<file path="config.mk">
export PLATFORM = sky130hd
export DESIGN_NAME = quadrant_obstacle_speed_limiter_top_flat
export DESIGN_NICKNAME = d
export VERILOG_FILES = /design/src/rtl/core/qosl_pkg.sv /design/src/rtl/core/qosl_item_if.sv /design/src/rtl/core/qosl_result_if.sv /design/src/rtl/core/qosl_div.sv /design/src/rtl/core/qosl_ctrl.sv /design/src/rtl/core/qosl_datapath.sv /design/src/rtl/core/quadrant_obstacle_speed_limiter_top.sv /design/src/flat_wrapper.sv
export SDC_FILE = /design/constraint.sdc
export NUM_CORES = 2
export LEC_CHECK = 0
export ABC_AREA = 1
export BUFFER_PORTS_ARGS = -buffer_cell sky130_fd_sc_hd__buf_2
export CORE_MARGIN = 10
export CORE_UTILIZATION = 40
export CTS_CLUSTER_DIAMETER = 80
export DETAILED_ROUTE_END_ITERATION = 16
export RECOVER_POWER = 25
export SKIP_LAST_GASP = 1
export SLEW_MARGIN = 15
export SYNTH_ARGS = -nofsm -noshare
export SYNTH_HDL_FRONTEND = slang
export SYNTH_SLANG_ARGS = --single-unit
</file>
<file path="constraint.sdc">
create_clock -name clk -period 14.7 [get_ports clk]
set_clock_uncertainty 0.05 [all_clocks]
set_input_delay 0 -clock clk [delete_from_list [all_inputs] [get_ports clk]]
set_output_delay 0 -clock clk [all_outputs]
set_load 0.02 [all_outputs]
</file>
<file path="src/rtl/core/qosl_pkg.sv">
// qosl_pkg: shared widths, codes, command/status structs and the quadrant decoder
// for the quadrant obstacle speed limiter. No dependencies.
package qosl_pkg;

    localparam int OP_W      = 2;
    localparam int RANGE_W   = 16;
    localparam int ANGLE_W   = 16;
    localparam int VEL_W     = 16;
    localparam int SLOW_W    = 12;
    localparam int CFG_W     = 16;
    localparam int CFG_IDX_W = 3;
    localparam int QUAD_N    = 4;
    localparam int PROD_W    = 2 * VEL_W;

    typedef enum logic [OP_W-1:0] {
        OP_SCAN_START  = 2'd0,
        OP_SCAN_SAMPLE = 2'd1,
        OP_SCAN_END    = 2'd2,
        OP_VEL_CMD     = 2'd3
    } op_t;

    typedef enum logic [CFG_IDX_W-1:0] {
        CFG_SAFE_FRONT    = 3'd0,
        CFG_SAFE_REAR     = 3'd1,
        CFG_SAFE_LEFT     = 3'd2,
        CFG_SAFE_RIGHT    = 3'd3,
        CFG_SLOW_FACTOR   = 3'd4,
        CFG_RANGE_FLOOR   = 3'd5,
        CFG_RANGE_CEILING = 3'd6
    } cfg_idx_t;

    typedef enum logic [1:0] {
        Q_FRONT = 2'd0,
        Q_LEFT  = 2'd1,
        Q_REAR  = 2'd2,
        Q_RIGHT = 2'd3
    } quad_t;

    typedef struct packed {
        logic scan_en;
        logic load_cmd;
        logic axis;
        logic mul_en;
        logic decide_en;
        logic load_out;
    } ctrl_cmd_t;

    typedef struct packed {
        logic need_div;
        logic div_done;
        logic out_free;
    } dp_status_t;

    // octant bits of the binary angle select the quadrant
    function automatic quad_t quad_of(input logic [ANGLE_W-1:0] ang);
        quad_t q;
        case (ang[ANGLE_W-1 -: 3]) inside
            3'b111, 3'b000: q = Q_FRONT;
            3'b001, 3'b010: q = Q_LEFT;
            3'b101, 3'b110: q = Q_RIGHT;
            default:        q = Q_REAR;
        endcase
        return q;
    endfunction

endpackage

</file>
<file path="src/rtl/core/qosl_item_if.sv">
// qosl_item_if: input channel carrying scan and velocity transactions
// depends on qosl_pkg
interface qosl_item_if;
    logic                                 valid;
    logic                                 ready;
    logic        [qosl_pkg::OP_W-1:0]     op;
    logic        [qosl_pkg::RANGE_W-1:0]  range_mm;
    logic                                 sample_ok;
    logic signed [qosl_pkg::ANGLE_W-1:0]  start_angle;
    logic signed [qosl_pkg::ANGLE_W-1:0]  angle_step;
    logic signed [qosl_pkg::VEL_W-1:0]    vel_x;
    logic signed [qosl_pkg::VEL_W-1:0]    vel_y;

    modport source (
        output valid, op, range_mm, sample_ok, start_angle, angle_step, vel_x, vel_y,
        input  ready
    );
    modport sink (
        input  valid, op, range_mm, sample_ok, start_angle, angle_step, vel_x, vel_y,
        output ready
    );
endinterface

</file>
<file path="src/rtl/core/qosl_result_if.sv">
// qosl_result_if: output channel carrying limited velocity transactions
// depends on qosl_pkg
interface qosl_result_if;
    logic                               valid;
    logic                               ready;
    logic signed [qosl_pkg::VEL_W-1:0]  out_vel_x;
    logic signed [qosl_pkg::VEL_W-1:0]  out_vel_y;
    logic                               limited;

    modport source (
        output valid, out_vel_x, out_vel_y, limited,
        input  ready
    );
    modport sink (
        input  valid, out_vel_x, out_vel_y, limited,
        output ready
    );
endinterface

</file>
<file path="src/rtl/core/qosl_div.sv">
// qosl_div: serial restoring divider, one quotient bit per cycle
// depends on qosl_pkg
module qosl_div (
    input  logic                         clk,
    input  logic                         rst_n,
    input  logic                         start,
    input  logic [qosl_pkg::PROD_W-1:0]  dividend,
    input  logic [qosl_pkg::VEL_W-1:0]   divisor,
    output logic [qosl_pkg::VEL_W-1:0]   quotient,
    output logic                         done
);
    import qosl_pkg::*;

    localparam int STEPS = PROD_W;
    localparam int CNT_W = $clog2(STEPS);

    logic              busy_reg;
    logic              done_reg;
    logic [CNT_W-1:0]  cnt_reg;
    logic [PROD_W-1:0] dvd_reg;
    logic [VEL_W-1:0]  rem_reg;
    logic [VEL_W-1:0]  dvs_reg;
    logic [VEL_W:0]    trial;
    logic              ge;

    assign trial = {rem_reg, dvd_reg[PROD_W-1]};
    assign ge    = trial >= {1'b0, dvs_reg};

    always_ff @(posedge clk or negedge rst_n)
    begin
        if (!rst_n)
        begin
            busy_reg <= 1'b0;
            done_reg <= 1'b0;
            cnt_reg  <= '0;
        end
        else
        begin
            done_reg <= busy_reg && (cnt_reg == CNT_W'(STEPS - 1));
            if (start)
            begin
                busy_reg <= 1'b1;
                cnt_reg  <= '0;
            end
            else if (busy_reg)
            begin
                cnt_reg <= cnt_reg + 1'b1;
                if (cnt_reg == CNT_W'(STEPS - 1))
                begin
                    busy_reg <= 1'b0;
                end
            end
        end
    end

    always_ff @(posedge clk)
    begin
        if (start)
        begin
            dvd_reg <= dividend;
            dvs_reg <= divisor;
            rem_reg <= '0;
        end
        else if (busy_reg)
        begin
            dvd_reg <= {dvd_reg[PROD_W-2:0], ge};
            rem_reg <= ge ? VEL_W'(trial - {1'b0, dvs_reg}) : trial[VEL_W-1:0];
        end
    end

    assign quotient = dvd_reg[VEL_W-1:0];
    assign done     = done_reg;

endmodule

</file>
<file path="src/rtl/core/qosl_ctrl.sv">
// qosl_ctrl: sequencer for scan transactions and the two-axis limiting pass
// depends on qosl_pkg
module qosl_ctrl (
    input  logic                      clk,
    input  logic                      rst_n,
    input  logic                      in_valid,
    input  logic [qosl_pkg::OP_W-1:0] in_op,
    output logic                      in_ready,
    input  qosl_pkg::dp_status_t      status,
    output qosl_pkg::ctrl_cmd_t       cmd
);
    import qosl_pkg::*;

    typedef enum logic [4:0] {
        S_IDLE   = 5'b00001,
        S_MUL    = 5'b00010,
        S_DECIDE = 5'b00100,
        S_DIV    = 5'b01000,
        S_DONE   = 5'b10000
    } state_t;

    state_t state_reg, state_next;
    logic   axis_reg, axis_next;
    logic   accept;

    assign in_ready = (state_reg == S_IDLE);
    assign accept   = in_valid && in_ready;

    always_comb
    begin
        state_next = state_reg;
        axis_next  = axis_reg;
        case (state_reg)
            S_IDLE:
            begin
                if (accept && (in_op == OP_VEL_CMD))
                begin
                    state_next = S_MUL;
                    axis_next  = 1'b0;
                end
            end
            S_MUL:
            begin
                state_next = S_DECIDE;
            end
            S_DECIDE:
            begin
                if (status.need_div)
                begin
                    state_next = S_DIV;
                end
                else if (axis_reg)
                begin
                    state_next = S_DONE;
                end
                else
                begin
                    state_next = S_MUL;
                    axis_next  = 1'b1;
                end
            end
            S_DIV:
            begin
                if (status.div_done)
                begin
                    if (axis_reg)
                    begin
                        state_next = S_DONE;
                    end
                    else
                    begin
                        state_next = S_MUL;
                        axis_next  = 1'b1;
                    end
                end
            end
            S_DONE:
            begin
                if (status.out_free)
                begin
                    state_next = S_IDLE;
                end
            end
            default:
            begin
                state_next = S_IDLE;
            end
        endcase
    end

    always_ff @(posedge clk or negedge rst_n)
    begin
        if (!rst_n)
        begin
            state_reg <= S_IDLE;
            axis_reg  <= 1'b0;
        end
        else
        begin
            state_reg <= state_next;
            axis_reg  <= axis_next;
        end
    end

    always_comb
    begin
        cmd           = '0;
        cmd.scan_en   = accept && (in_op != OP_VEL_CMD);
        cmd.load_cmd  = accept && (in_op == OP_VEL_CMD);
        cmd.axis      = axis_reg;
        cmd.mul_en    = (state_reg == S_MUL);
        cmd.decide_en = (state_reg == S_DECIDE);
        cmd.load_out  = (state_reg == S_DONE) && status.out_free;
    end

endmodule

</file>
<file path="src/rtl/core/qosl_datapath.sv">
// qosl_datapath: configuration, quadrant minima, per-axis scaling and output register
// depends on qosl_pkg and qosl_div
module qosl_datapath (
    input  logic                                 clk,
    input  logic                                 rst_n,
    input  logic                                 wr_en,
    input  logic        [qosl_pkg::CFG_IDX_W-1:0] wr_idx,
    input  logic        [qosl_pkg::CFG_W-1:0]    wr_data,
    input  logic        [qosl_pkg::OP_W-1:0]     op,
    input  logic        [qosl_pkg::RANGE_W-1:0]  range_mm,
    input  logic                                 sample_ok,
    input  logic signed [qosl_pkg::ANGLE_W-1:0]  start_angle,
    input  logic signed [qosl_pkg::ANGLE_W-1:0]  angle_step,
    input  logic signed [qosl_pkg::VEL_W-1:0]    vel_x,
    input  logic signed [qosl_pkg::VEL_W-1:0]    vel_y,
    input  qosl_pkg::ctrl_cmd_t                  cmd,
    output qosl_pkg::dp_status_t                 status,
    input  logic                                 out_ready,
    output logic                                 out_valid,
    output logic signed [qosl_pkg::VEL_W-1:0]    out_vel_x,
    output logic signed [qosl_pkg::VEL_W-1:0]    out_vel_y,
    output logic                                 out_limited
);
    import qosl_pkg::*;

    localparam int FAR_W = RANGE_W + SLOW_W;

    // configuration
    logic [RANGE_W-1:0] safe_front_reg, safe_rear_reg, safe_left_reg, safe_right_reg;
    logic [SLOW_W-1:0]  slow_factor_reg;
    logic [RANGE_W-1:0] range_floor_reg, range_ceiling_reg;

    // scan state
    logic [RANGE_W-1:0] work_min_reg  [QUAD_N];
    logic [QUAD_N-1:0]  work_seen_reg;
    logic [RANGE_W-1:0] held_min_reg  [QUAD_N];
    logic [QUAD_N-1:0]  held_seen_reg;
    logic [ANGLE_W-1:0] sample_angle_reg;
    logic [ANGLE_W-1:0] angle_inc_reg;
    logic               scan_ready_reg;

    // command and axis pipeline
    logic signed [VEL_W-1:0] vx_reg, vy_reg;
    logic signed [VEL_W-1:0] res_x_reg, res_y_reg;
    logic [RANGE_W-1:0]      far_reg, d_reg, safe_reg;
    logic [PROD_W-1:0]       prod_reg;
    logic                    pass_reg, le_reg, neg_reg;

    logic                    out_valid_reg;
    logic signed [VEL_W-1:0] out_vel_x_reg, out_vel_y_reg;
    logic                    out_limited_reg;

    logic signed [VEL_W-1:0] v;
    logic                    pos;
    quad_t                   q;
    quad_t                   sq;
    logic [RANGE_W-1:0]      safe;
    logic [RANGE_W-1:0]      d;
    logic [VEL_W-1:0]        mag;
    logic [RANGE_W-1:0]      diff;
    logic [FAR_W-1:0]        far_full;
    logic                    need_div;
    logic signed [VEL_W-1:0] decide_val;
    logic [VEL_W-1:0]        quotient;
    logic                    div_done;
    logic signed [VEL_W-1:0] div_val;
    logic                    in_range;

    // axis selection
    always_comb
    begin
        v   = cmd.axis ? vy_reg : vx_reg;
        pos = !v[VEL_W-1] && (v != '0);
        if (cmd.axis)
        begin
            q    = pos ? Q_LEFT : Q_RIGHT;
            safe = pos ? safe_left_reg : safe_right_reg;
        end
        else
        begin
            q    = pos ? Q_FRONT : Q_REAR;
            safe = pos ? safe_front_reg : safe_rear_reg;
        end
        d        = held_min_reg[q];
        mag      = v[VEL_W-1] ? VEL_W'(-v) : VEL_W'(v);
        diff     = d - safe;
        far_full = FAR_W'(safe) * FAR_W'(slow_factor_reg);
    end

    assign need_div   = !pass_reg && !le_reg && (d_reg < far_reg);
    assign decide_val = pass_reg ? v : (le_reg ? '0 : v);
    assign div_val    = neg_reg ? VEL_W'(-$signed(quotient)) : $signed(quotient);

    assign sq       = quad_of(sample_angle_reg);
    assign in_range = sample_ok && (range_mm >= range_floor_reg)
                      && (range_mm <= range_ceiling_reg);

    qosl_div u_div (
        .clk      (clk),
        .rst_n    (rst_n),
        .start    (cmd.decide_en && need_div),
        .dividend (prod_reg),
        .divisor  (far_reg - safe_reg),
        .quotient (quotient),
        .done     (div_done)
    );

    // configuration writes
    always_ff @(posedge clk or negedge rst_n)
    begin
        if (!rst_n)
        begin
            safe_front_reg    <= RANGE_W'(200);
            safe_rear_reg     <= RANGE_W'(200);
            safe_left_reg     <= RANGE_W'(150);
            safe_right_reg    <= RANGE_W'(150);
            slow_factor_reg   <= SLOW_W'(512);
            range_floor_reg   <= '0;
            range_ceiling_reg <= '1;
        end
        else if (wr_en)
        begin
            case (wr_idx)
                CFG_SAFE_FRONT:    safe_front_reg    <= wr_data[RANGE_W-1:0];
                CFG_SAFE_REAR:     safe_rear_reg     <= wr_data[RANGE_W-1:0];
                CFG_SAFE_LEFT:     safe_left_reg     <= wr_data[RANGE_W-1:0];
                CFG_SAFE_RIGHT:    safe_right_reg    <= wr_data[RANGE_W-1:0];
                CFG_SLOW_FACTOR:   slow_factor_reg   <= wr_data[SLOW_W-1:0];
                CFG_RANGE_FLOOR:   range_floor_reg   <= wr_data[RANGE_W-1:0];
                CFG_RANGE_CEILING: range_ceiling_reg <= wr_data[RANGE_W-1:0];
                default:           ;
            endcase
        end
    end

    // scan transactions
    always_ff @(posedge clk or negedge rst_n)
    begin
        if (!rst_n)
        begin
            for (int i = 0; i < QUAD_N; i++)
            begin
                work_min_reg[i] <= '1;
                held_min_reg[i] <= '1;
            end
            work_seen_reg    <= '0;
            held_seen_reg    <= '0;
            sample_angle_reg <= '0;
            angle_inc_reg    <= '0;
            scan_ready_reg   <= 1'b0;
        end
        else if (cmd.scan_en)
        begin
            case (op)
                OP_SCAN_START:
                begin
                    sample_angle_reg <= start_angle;
                    angle_inc_reg    <= angle_step;
                    for (int i = 0; i < QUAD_N; i++)
                    begin
                        work_min_reg[i] <= '1;
                    end
                    work_seen_reg <= '0;
                end
                OP_SCAN_SAMPLE:
                begin
                    if (in_range)
                    begin
                        if (!work_seen_reg[sq] || (range_mm < work_min_reg[sq]))
                        begin
                            work_min_reg[sq] <= range_mm;
                        end
                        work_seen_reg[sq] <= 1'b1;
                    end
                    sample_angle_reg <= sample_angle_reg + angle_inc_reg;
                end
                OP_SCAN_END:
                begin
                    for (int i = 0; i < QUAD_N; i++)
                    begin
                        held_min_reg[i] <= work_min_reg[i];
                        work_min_reg[i] <= '1;
                    end
                    held_seen_reg  <= work_seen_reg;
                    work_seen_reg  <= '0;
                    scan_ready_reg <= 1'b1;
                end
                default: ;
            endcase
        end
    end

    // per-axis arithmetic
    always_ff @(posedge clk)
    begin
        if (cmd.load_cmd)
        begin
            vx_reg <= vel_x;
            vy_reg <= vel_y;
        end
        if (cmd.mul_en)
        begin
            far_reg  <= (|far_full[FAR_W-1:RANGE_W+8]) ? '1 : far_full[RANGE_W+7:8];
            prod_reg <= PROD_W'(mag) * PROD_W'(diff);
            d_reg    <= d;
            safe_reg <= safe;
            neg_reg  <= v[VEL_W-1];
            pass_reg <= !scan_ready_reg || (v == '0) || !held_seen_reg[q];
            le_reg   <= (d <= safe);
        end
        if (cmd.decide_en && !need_div)
        begin
            if (cmd.axis)
            begin
                res_y_reg <= decide_val;
            end
            else
            begin
                res_x_reg <= decide_val;
            end
        end
        if (div_done)
        begin
            if (cmd.axis)
            begin
                res_y_reg <= div_val;
            end
            else
            begin
                res_x_reg <= div_val;
            end
        end
        if (cmd.load_out)
        begin
            out_vel_x_reg   <= res_x_reg;
            out_vel_y_reg   <= res_y_reg;
            out_limited_reg <= scan_ready_reg;
        end
    end

    // output register
    always_ff @(posedge clk or negedge rst_n)
    begin
        if (!rst_n)
        begin
            out_valid_reg <= 1'b0;
        end
        else if (cmd.load_out)
        begin
            out_valid_reg <= 1'b1;
        end
        else if (out_ready)
        begin
            out_valid_reg <= 1'b0;
        end
    end

    assign status.need_div = need_div;
    assign status.div_done = div_done;
    assign status.out_free = !out_valid_reg || out_ready;

    assign out_valid   = out_valid_reg;
    assign out_vel_x   = out_vel_x_reg;
    assign out_vel_y   = out_vel_y_reg;
    assign out_limited = out_limited_reg;

endmodule

</file>
<file path="src/rtl/core/quadrant_obstacle_speed_limiter_top.sv">
// quadrant_obstacle_speed_limiter_top: top level joining controller and datapath
// scan transactions are taken while idle; a velocity command runs each axis through
// multiply and decide, and the 32-step serial divider if the slow-zone ramp needs it
// one command in flight at a time; the result register frees the input side
// reset: configuration to its defaults, quadrant minima at 65535, no scan committed
// depends on qosl_pkg, qosl_item_if, qosl_result_if, qosl_ctrl, qosl_datapath
module quadrant_obstacle_speed_limiter_top (
    input  logic                              clk,
    input  logic                              rst_n,
    input  logic                              wr_en,
    input  logic [qosl_pkg::CFG_IDX_W-1:0]    wr_idx,
    input  logic [qosl_pkg::CFG_W-1:0]        wr_data,
    qosl_item_if.sink                         item,
    qosl_result_if.source                     result
);
    import qosl_pkg::*;

    ctrl_cmd_t  cmd;
    dp_status_t status;

    qosl_ctrl u_ctrl (
        .clk      (clk),
        .rst_n    (rst_n),
        .in_valid (item.valid),
        .in_op    (item.op),
        .in_ready (item.ready),
        .status   (status),
        .cmd      (cmd)
    );

    qosl_datapath u_datapath (
        .clk         (clk),
        .rst_n       (rst_n),
        .wr_en       (wr_en),
        .wr_idx      (wr_idx),
        .wr_data     (wr_data),
        .op          (item.op),
        .range_mm    (item.range_mm),
        .sample_ok   (item.sample_ok),
        .start_angle (item.start_angle),
        .angle_step  (item.angle_step),
        .vel_x       (item.vel_x),
        .vel_y       (item.vel_y),
        .cmd         (cmd),
        .status      (status),
        .out_ready   (result.ready),
        .out_valid   (result.valid),
        .out_vel_x   (result.out_vel_x),
        .out_vel_y   (result.out_vel_y),
        .out_limited (result.limited)
    );

    // a command holds the input side until its result is registered
    assert property (@(posedge clk) disable iff (!rst_n)
        (item.valid && item.ready && (item.op == OP_VEL_CMD)) |=> !item.ready)
        else $error("input accepted during a velocity command");

    // a pending result is never overwritten
    assert property (@(posedge clk) disable iff (!rst_n)
        cmd.load_out |-> (!result.valid || result.ready))
        else $error("result register overwritten");

    // divider completes only while a command is in flight
    assert property (@(posedge clk) disable iff (!rst_n)
        status.div_done |-> !item.ready)
        else $error("divider completion outside a command");

endmodule

</file>
<file path="src/flat_wrapper.sv">
// flat-port wrapper written by rule: the top's interface ports become plain ports
module quadrant_obstacle_speed_limiter_top_flat import qosl_pkg::*;
  (clk, rst_n, wr_en, wr_idx, wr_data, item_valid, item_op, item_range_mm, item_sample_ok, item_start_angle, item_angle_step, item_vel_x, item_vel_y, item_ready, result_valid, result_out_vel_x, result_out_vel_y, result_limited, result_ready);
  qosl_item_if item_i ();
  qosl_result_if result_i ();
  input  logic clk;
  input  logic rst_n;
  input  logic wr_en;
  input  logic [qosl_pkg::CFG_IDX_W-1:0] wr_idx;
  input  logic [qosl_pkg::CFG_W-1:0] wr_data;
  input wire logic [$bits(item_i.valid)-1:0] item_valid;
  input wire logic [$bits(item_i.op)-1:0] item_op;
  input wire logic [$bits(item_i.range_mm)-1:0] item_range_mm;
  input wire logic [$bits(item_i.sample_ok)-1:0] item_sample_ok;
  input wire logic [$bits(item_i.start_angle)-1:0] item_start_angle;
  input wire logic [$bits(item_i.angle_step)-1:0] item_angle_step;
  input wire logic [$bits(item_i.vel_x)-1:0] item_vel_x;
  input wire logic [$bits(item_i.vel_y)-1:0] item_vel_y;
  output wire logic [$bits(item_i.ready)-1:0] item_ready;
  output wire logic [$bits(result_i.valid)-1:0] result_valid;
  output wire logic [$bits(result_i.out_vel_x)-1:0] result_out_vel_x;
  output wire logic [$bits(result_i.out_vel_y)-1:0] result_out_vel_y;
  output wire logic [$bits(result_i.limited)-1:0] result_limited;
  input wire logic [$bits(result_i.ready)-1:0] result_ready;
  assign item_i.valid = item_valid;
  assign item_i.op = item_op;
  assign item_i.range_mm = item_range_mm;
  assign item_i.sample_ok = item_sample_ok;
  assign item_i.start_angle = item_start_angle;
  assign item_i.angle_step = item_angle_step;
  assign item_i.vel_x = item_vel_x;
  assign item_i.vel_y = item_vel_y;
  assign item_ready = item_i.ready;
  assign result_valid = result_i.valid;
  assign result_out_vel_x = result_i.out_vel_x;
  assign result_out_vel_y = result_i.out_vel_y;
  assign result_limited = result_i.limited;
  assign result_i.ready = result_ready;
  quadrant_obstacle_speed_limiter_top u_core (.clk(clk), .rst_n(rst_n), .wr_en(wr_en), .wr_idx(wr_idx), .wr_data(wr_data), .item(item_i), .result(result_i));
endmodule
</file>
* Word-level counts from Yosys, hierarchy flattened
Cells that the tools add are included.
Storage, ports and cells: bits in registers 535, input port bits 107, output and inout port bits 35, word-level logic and storage cells 212
Operators by class: add/subtract/negate cells 7, multipliers 2, magnitude comparators 12, equal/unequal tests 27, muxes and demuxes 63, bitwise gates (word level) 3, reductions and logical operators 55
Operator list (number):
- $mux W16 | 22
- $mux W64 | 2
- $pmux W64 S2 | 1
- $bmux W16 S2 | 2
- $bwmux W64 | 1
- $mux W32 | 2
- $sub A16 B16 Y16 | 3
- $mux W5 | 7
- $demux W16 S2 | 1
- $le A16 B16 Y1 | 2
- $lt A16 B16 Y1 | 2
- $mul A16 B16 Y32 | 1
- $neg A16 Y16 | 2
- $pmux W16 S2 | 1
- $mul A16 B12 Y28 | 1
- $pmux W5 S5 | 1
- $reduce_and A2 Y1 | 10
- $eq A3 B3 Y1 const B | 6
- $ge A17 B16 Y1 | 1
- $add A16 B16 Y16 | 1
- $ge A16 B16 Y1 | 1
- $logic_not A16 Y1 | 1
- $reduce_bool A16 Y1 | 1
- $logic_and A1 B1 Y1 | 14
- other kinds (35) | 83

* Logic depth before layout (Yosys ltp)
depth in word-level cells 14, gate-level depth with buffers 51, mapped depth without buffers 46

* Modules after synthesis
A second synthesis with hierarchy kept.
Second synthesis, totals: cell total of the unflattened synthesis 4832, area total of the unflattened synthesis 41537.3 µm²
By module, submodules not included:
- qosl_datapath | times used 1, cells each 4245, area each 36990.5 µm², sequential area each 12260.5 µm²
- qosl_div | times used 1, cells each 526, area each 4121.5 µm², sequential area each 1936.9 µm²
- qosl_ctrl | times used 1, cells each 61, area each 425.4 µm², sequential area each 151.4 µm²

* Worst setup path after synthesis
No wires, ideal clock.
kind register to register, start register u_core.u_ctrl.axis_reg, end register u_core.u_datapath.prod_reg[29], data pin, data arrival time 8.965 ns, path slack 5.426 ns, stages on the path, launching flop included 51, path buffers 7, period minus slack after synthesis 9.274 ns, path through dfrtp_1 > inv_2 > buf_6 > or2_2 > o21ai_1 > clkbuf_1 > ha_1 > nand3_4 > nor2_4 > nand2_4 > nand2_4 > buf_6 > buf_8 > clkbuf_1 > clkbuf_1 > nor2_1 > o22ai_1 > ha_1 > [... 15 more ...] > fa_1 > inv_1 > fa_1 > fa_1 > inv_1 > fa_1 > inv_1 > ha_1 > a21oi_1 > nor2_1 > nor2_1 > o21ai_0 > a21boi_0 > o21ai_0 > a21oi_1 > o21ai_0 > nand2_1 > nand2_1
On the way: word-level cells in the longest chain between the ends 11, elaborated cells on any way between the ends 18
Ends and longest elaborated chain:
- start: declaration | line qosl_ctrl.sv:23 | logic axis_reg, axis_next;
- start signal: assignment | line qosl_ctrl.sv:101 | axis_reg <= axis_next;
- $mux W16 | line qosl_datapath.sv:72 | v = cmd.axis ? vy_reg : vx_reg;
- $reduce_bool A16 Y1 or $logic_not A1 Y1 (tied branches) | line qosl_datapath.sv:73 | pos = !v[VEL_W-1] && (v != '0);
- $logic_and A1 B1 Y1 | line qosl_datapath.sv:73
- $mux W2 (on tied branches) | line qosl_datapath.sv:81, qosl_datapath.sv:76
- $mux W2 * | line qosl_datapath.sv:74 | if (cmd.axis)
- $not A2 Y3 (implied by the code) * | line qosl_datapath.sv:84 | d = held_min_reg[q];
- $bmux W16 S2 * | line qosl_datapath.sv:84
- $mux W16 (implied by the code) * (2 in series) | line qosl_datapath.sv:84
- net u_core.u_datapath.d[4] | line qosl_datapath.sv:58 | logic [RANGE_W-1:0] d;
- $sub A16 B16 Y16 * | line qosl_datapath.sv:86 | diff = d - safe;
- $mul A16 B16 Y32 * | line qosl_datapath.sv:204 | prod_reg <= PROD_W'(mag) * PROD_W'(diff);
- end signal: assignment | line qosl_datapath.sv:204
- end: declaration | line qosl_datapath.sv:46 | logic [PROD_W-1:0] prod_reg;
The timed path passes the listed nets; every way through them passes the cells marked *. The select of a mux whose other input is x is not followed. A chain may end at the register's enable or synchronous reset.

* Worst setup path in the final report
start register u_core.u_ctrl.axis_reg, end register u_core.u_datapath.prod_reg[29], data pin
On the way: word-level cells in the longest chain between the ends 11, elaborated cells on any way between the ends 18
Ends and longest elaborated chain (line):
- $mux W16 | qosl_datapath.sv:72
- $reduce_bool A16 Y1 or $logic_not A1 Y1 (tied branches) | qosl_datapath.sv:73
- $logic_and A1 B1 Y1 | qosl_datapath.sv:73
- $mux W2 (on tied branches) | qosl_datapath.sv:81, qosl_datapath.sv:76
- $mux W2 | qosl_datapath.sv:74
- $not A2 Y3 (implied by the code) | qosl_datapath.sv:84
- $bmux W16 S2 | qosl_datapath.sv:84
- $mux W16 (implied by the code) (2 in series) | qosl_datapath.sv:84
- $sub A16 B16 Y16 | qosl_datapath.sv:86
- $mul A16 B16 Y32 * | qosl_datapath.sv:204
Every way passes the cells marked *; elsewhere a longest branch is shown, timed or not. The select of a mux whose other input is x is not followed.

==> run_results.csv <==
group,metric,value,unit
status,status,"finished, violations left",
status,violations,"max-capacitance violations, max-slew violations",
synth,synthArstFlopShare,54.39,%
synth,syn_inst,4789,
worst_setup_path,startpoint_type,"flop",
finish,regArea,0.01435,mm²
clock_tree,clk_pin_slew_worst_paths,0.06,ns
global_routing,grt_max_degree,107,
finish,final_common_cell,"nand2_1",
synth,ys_types,69,
sta,hold_viol,0,
finish,multi_input_area,0.02362,mm²
synth,syn_area_per_cell,8.691,µm²
floorplanning,die_area,0.1174,mm²
worst_setup_path,r2r-start,"u_core.u_ctrl.axis_reg",
placement,dp_hpwl,95140,µm
detailed_routing,num_vias,33428,
synth,yosysWarningCount,0,
floorplanning,initial_utilization,40.27,%
global_routing,grt.total_usage,21.41,%
clock_tree,cts_sinks,535,
sta,drv_slew,99,
worst_setup_path,cp_max_fo,47,
clock_tree,htreeDepth,2,
worst_setup_path,critPathArrivalTime,11.84,ns
global_routing,antenna_found_initial,1,
worst_setup_path,cp-startpoint,"u_core.u_ctrl.axis_reg",
synth,synth_edf_count,198,
min_path,hold_class,"input port to flop",
detailed_routing,ant_nets,0,
worst_setup_path,crit_path_top_delay_cell,"inv_2",
finish,fin_nets,5736,
clock_tree,clk_latency,0.70,ns
sta,fin_tns_setup,0,ns
sta,layout_min_cycle_time,11.52,ns
placement,portBuffers,141,
synth,synth_flop_cell,"edfxtp_1",
detailed_routing,drc,0,
run,max_cap_viol_count,2,
finish,area_delta_synth_final,12.76,%
detailed_routing,wl_per_cell,19.65,µm
min_path,hp-start,"item_angle_step[7]",
global_routing,grt_pass1_vias,33904,
detailed_routing,dr.pass1.iters,6,
finish,drive_gt1_share,11.77,%
worst_setup_path,worstSetupEndpointType,"flop",
placement,gp_congestion,0.9405,
worst_setup_path,slowest_delay,0.74,ns
sta,max_freq,86.82,MHz
synth,synth_seq_cells,535,
floorplanning,coreArea,0.1033,mm²
floorplanning,die_h,342.6,µm
floorplanning,rows,118,
clock_tree,cts_resized,0,
finish,final_cell_mix,"nand2_1, inv_1, o21ai_0, fa_1, nor2_1",
clock_tree,cts_made_buffers,60,
detailed_routing,vias_per_cell,5.200,
synth,synth_nets,5529,
floorplanning,die_w,342.6,µm
finish,antenna_cells,0,
global_routing,grt_overflow_total,0,
detailed_routing,wl,126300,µm
sta,setup_viol,0,
sta,rsz0062_at_grt,"false",
clock_tree,cts_tree,"yes",
clock_tree,cts_root_buf,"clkbuf_16",
finish,fill_cells,10098,
sta,relSlewSlack,-160.1,%
global_routing,grt_pass1_wl,197500,µm
sta,worstMarginPinSlew,3.902,ns
worst_setup_path,critPathKind,"flop to flop",
clock_tree,cts_setup_buffers,0,
sta,timing.final.crit_share,78.36,%
detailed_routing,first_iter_violations,2560,
synth,ys_seq_area_share,34.48,%
synth,syn_area,0.04162,mm²
worst_setup_path,crit_path_frequent_cell,"nand2_1",
worst_setup_path,cp.required,15.02,ns
clock_tree,clockBufferDepth,3,
floorplanning,boundaryPins,142,
[critical path, delay by kind of cell, from the launching register on]
kind                       cells  cell delay (ns)
AOI/OAI and AO/OA              9             2.10
adders and majority gates      9             4.08
buffers and inverters          8             2.38
DFF                            1             0.40
and+or+nand+nor               14             2.16
[cells in the mapped netlist, drive strengths merged (28+ instances only)]
master	instances	area, µm²
nand2	1109	4362
inv	780	2930
nor2	351	1380
o21ai	351	1775
fa	337	6746
ha	296	3704
nand3	261	1394
edfxtp	198	5946
a21oi	179	899.6
dfstp	160	4204
dfrtp	131	3278
clkbuf	125	469.2
xor2	71	648.1
dfxtp	46	920.9
mux2	46	518.0
buf	35	215.2
nor3	33	180.2
xnor2	33	289.0
nand4	28	196.4
[cell type report]
cell class	count	area share (%)
clock buffers	76	3.391
repair buffers	305	4.778
inverters	801	6.412
well taps	1380	3.679
flip-flops and latches	535	30.58
clock inverters	38	0.8265
multi-input cells	3293	50.33
[cells by family (layout without fill, tap and decap cells)]
kind of cell    Yosys count  in the layout  synth area share, %
mux                      48             48                1.293
simple gates           1815           1815                18.61
flops                   535            535                34.48
buf+inv                 961           1220                8.874
compound gates          693            693                9.389
xor+xnor                104            104                2.252
fa+ha+maj               633            633                25.11
[worst paths after layout]
| kind | end | slack (ns) | cells after the start |
|---|---|---|---|
| max in group asynchronous | u_core.u_datapath.slow_factor_reg[10] | 9.19 | 4 |
| min in group asynchronous | u_core.u_datapath.range_ceiling_reg[0] | 1.56 | 3 |
| max reg2reg | u_core.u_datapath.prod_reg[29] | 3.18 | 40 |
| min reg2reg | u_core.u_datapath.out_vel_x[0] | 0.37 | 0 |
| max | u_core.u_datapath.prod_reg[29] | 3.18 | 40 |
| min | u_core.u_datapath.angle_inc_reg[7] | 0.03 | 3 |
[stage by stage]
step	util (%)	cell area [µm²]	setup slack (ns)	hold slack, ns	std cells
after detailed placement	42.27	43690	3.422	0.03786	6185
after global routing	45.41	46930	2.506	0.02453	6428
after global placement	42.27	43690	3.604	0.04032	6185
after floorplan	-	41620	5.426	-0.3456	4789
final	45.41	46930	3.182	0.03099	6428
after CTS	45.45	46970	3.368	0.00006345	6428
[layer usage]
layer  wire length [µm]  GRT usage (%)  part of all wire [%]
met5                  0              0                     0
met4               4917          7.967                   3.9
met3               8130          3.311                   6.4
met2              59560          35.45                    47
met1              53700          28.10                    43
[repair_timing]
| action | in CTS | in global routing |
|---|---|---|
| hold buffers | 129 | 0 |
| endpoints found under the hold margin | 337 | 0 |
| setup endpoints to repair | 0 | 0 |
Power is left out: the tool's default activity adds up to more than one toggle a clock period on the data nets, which glitch-free logic cannot reach.
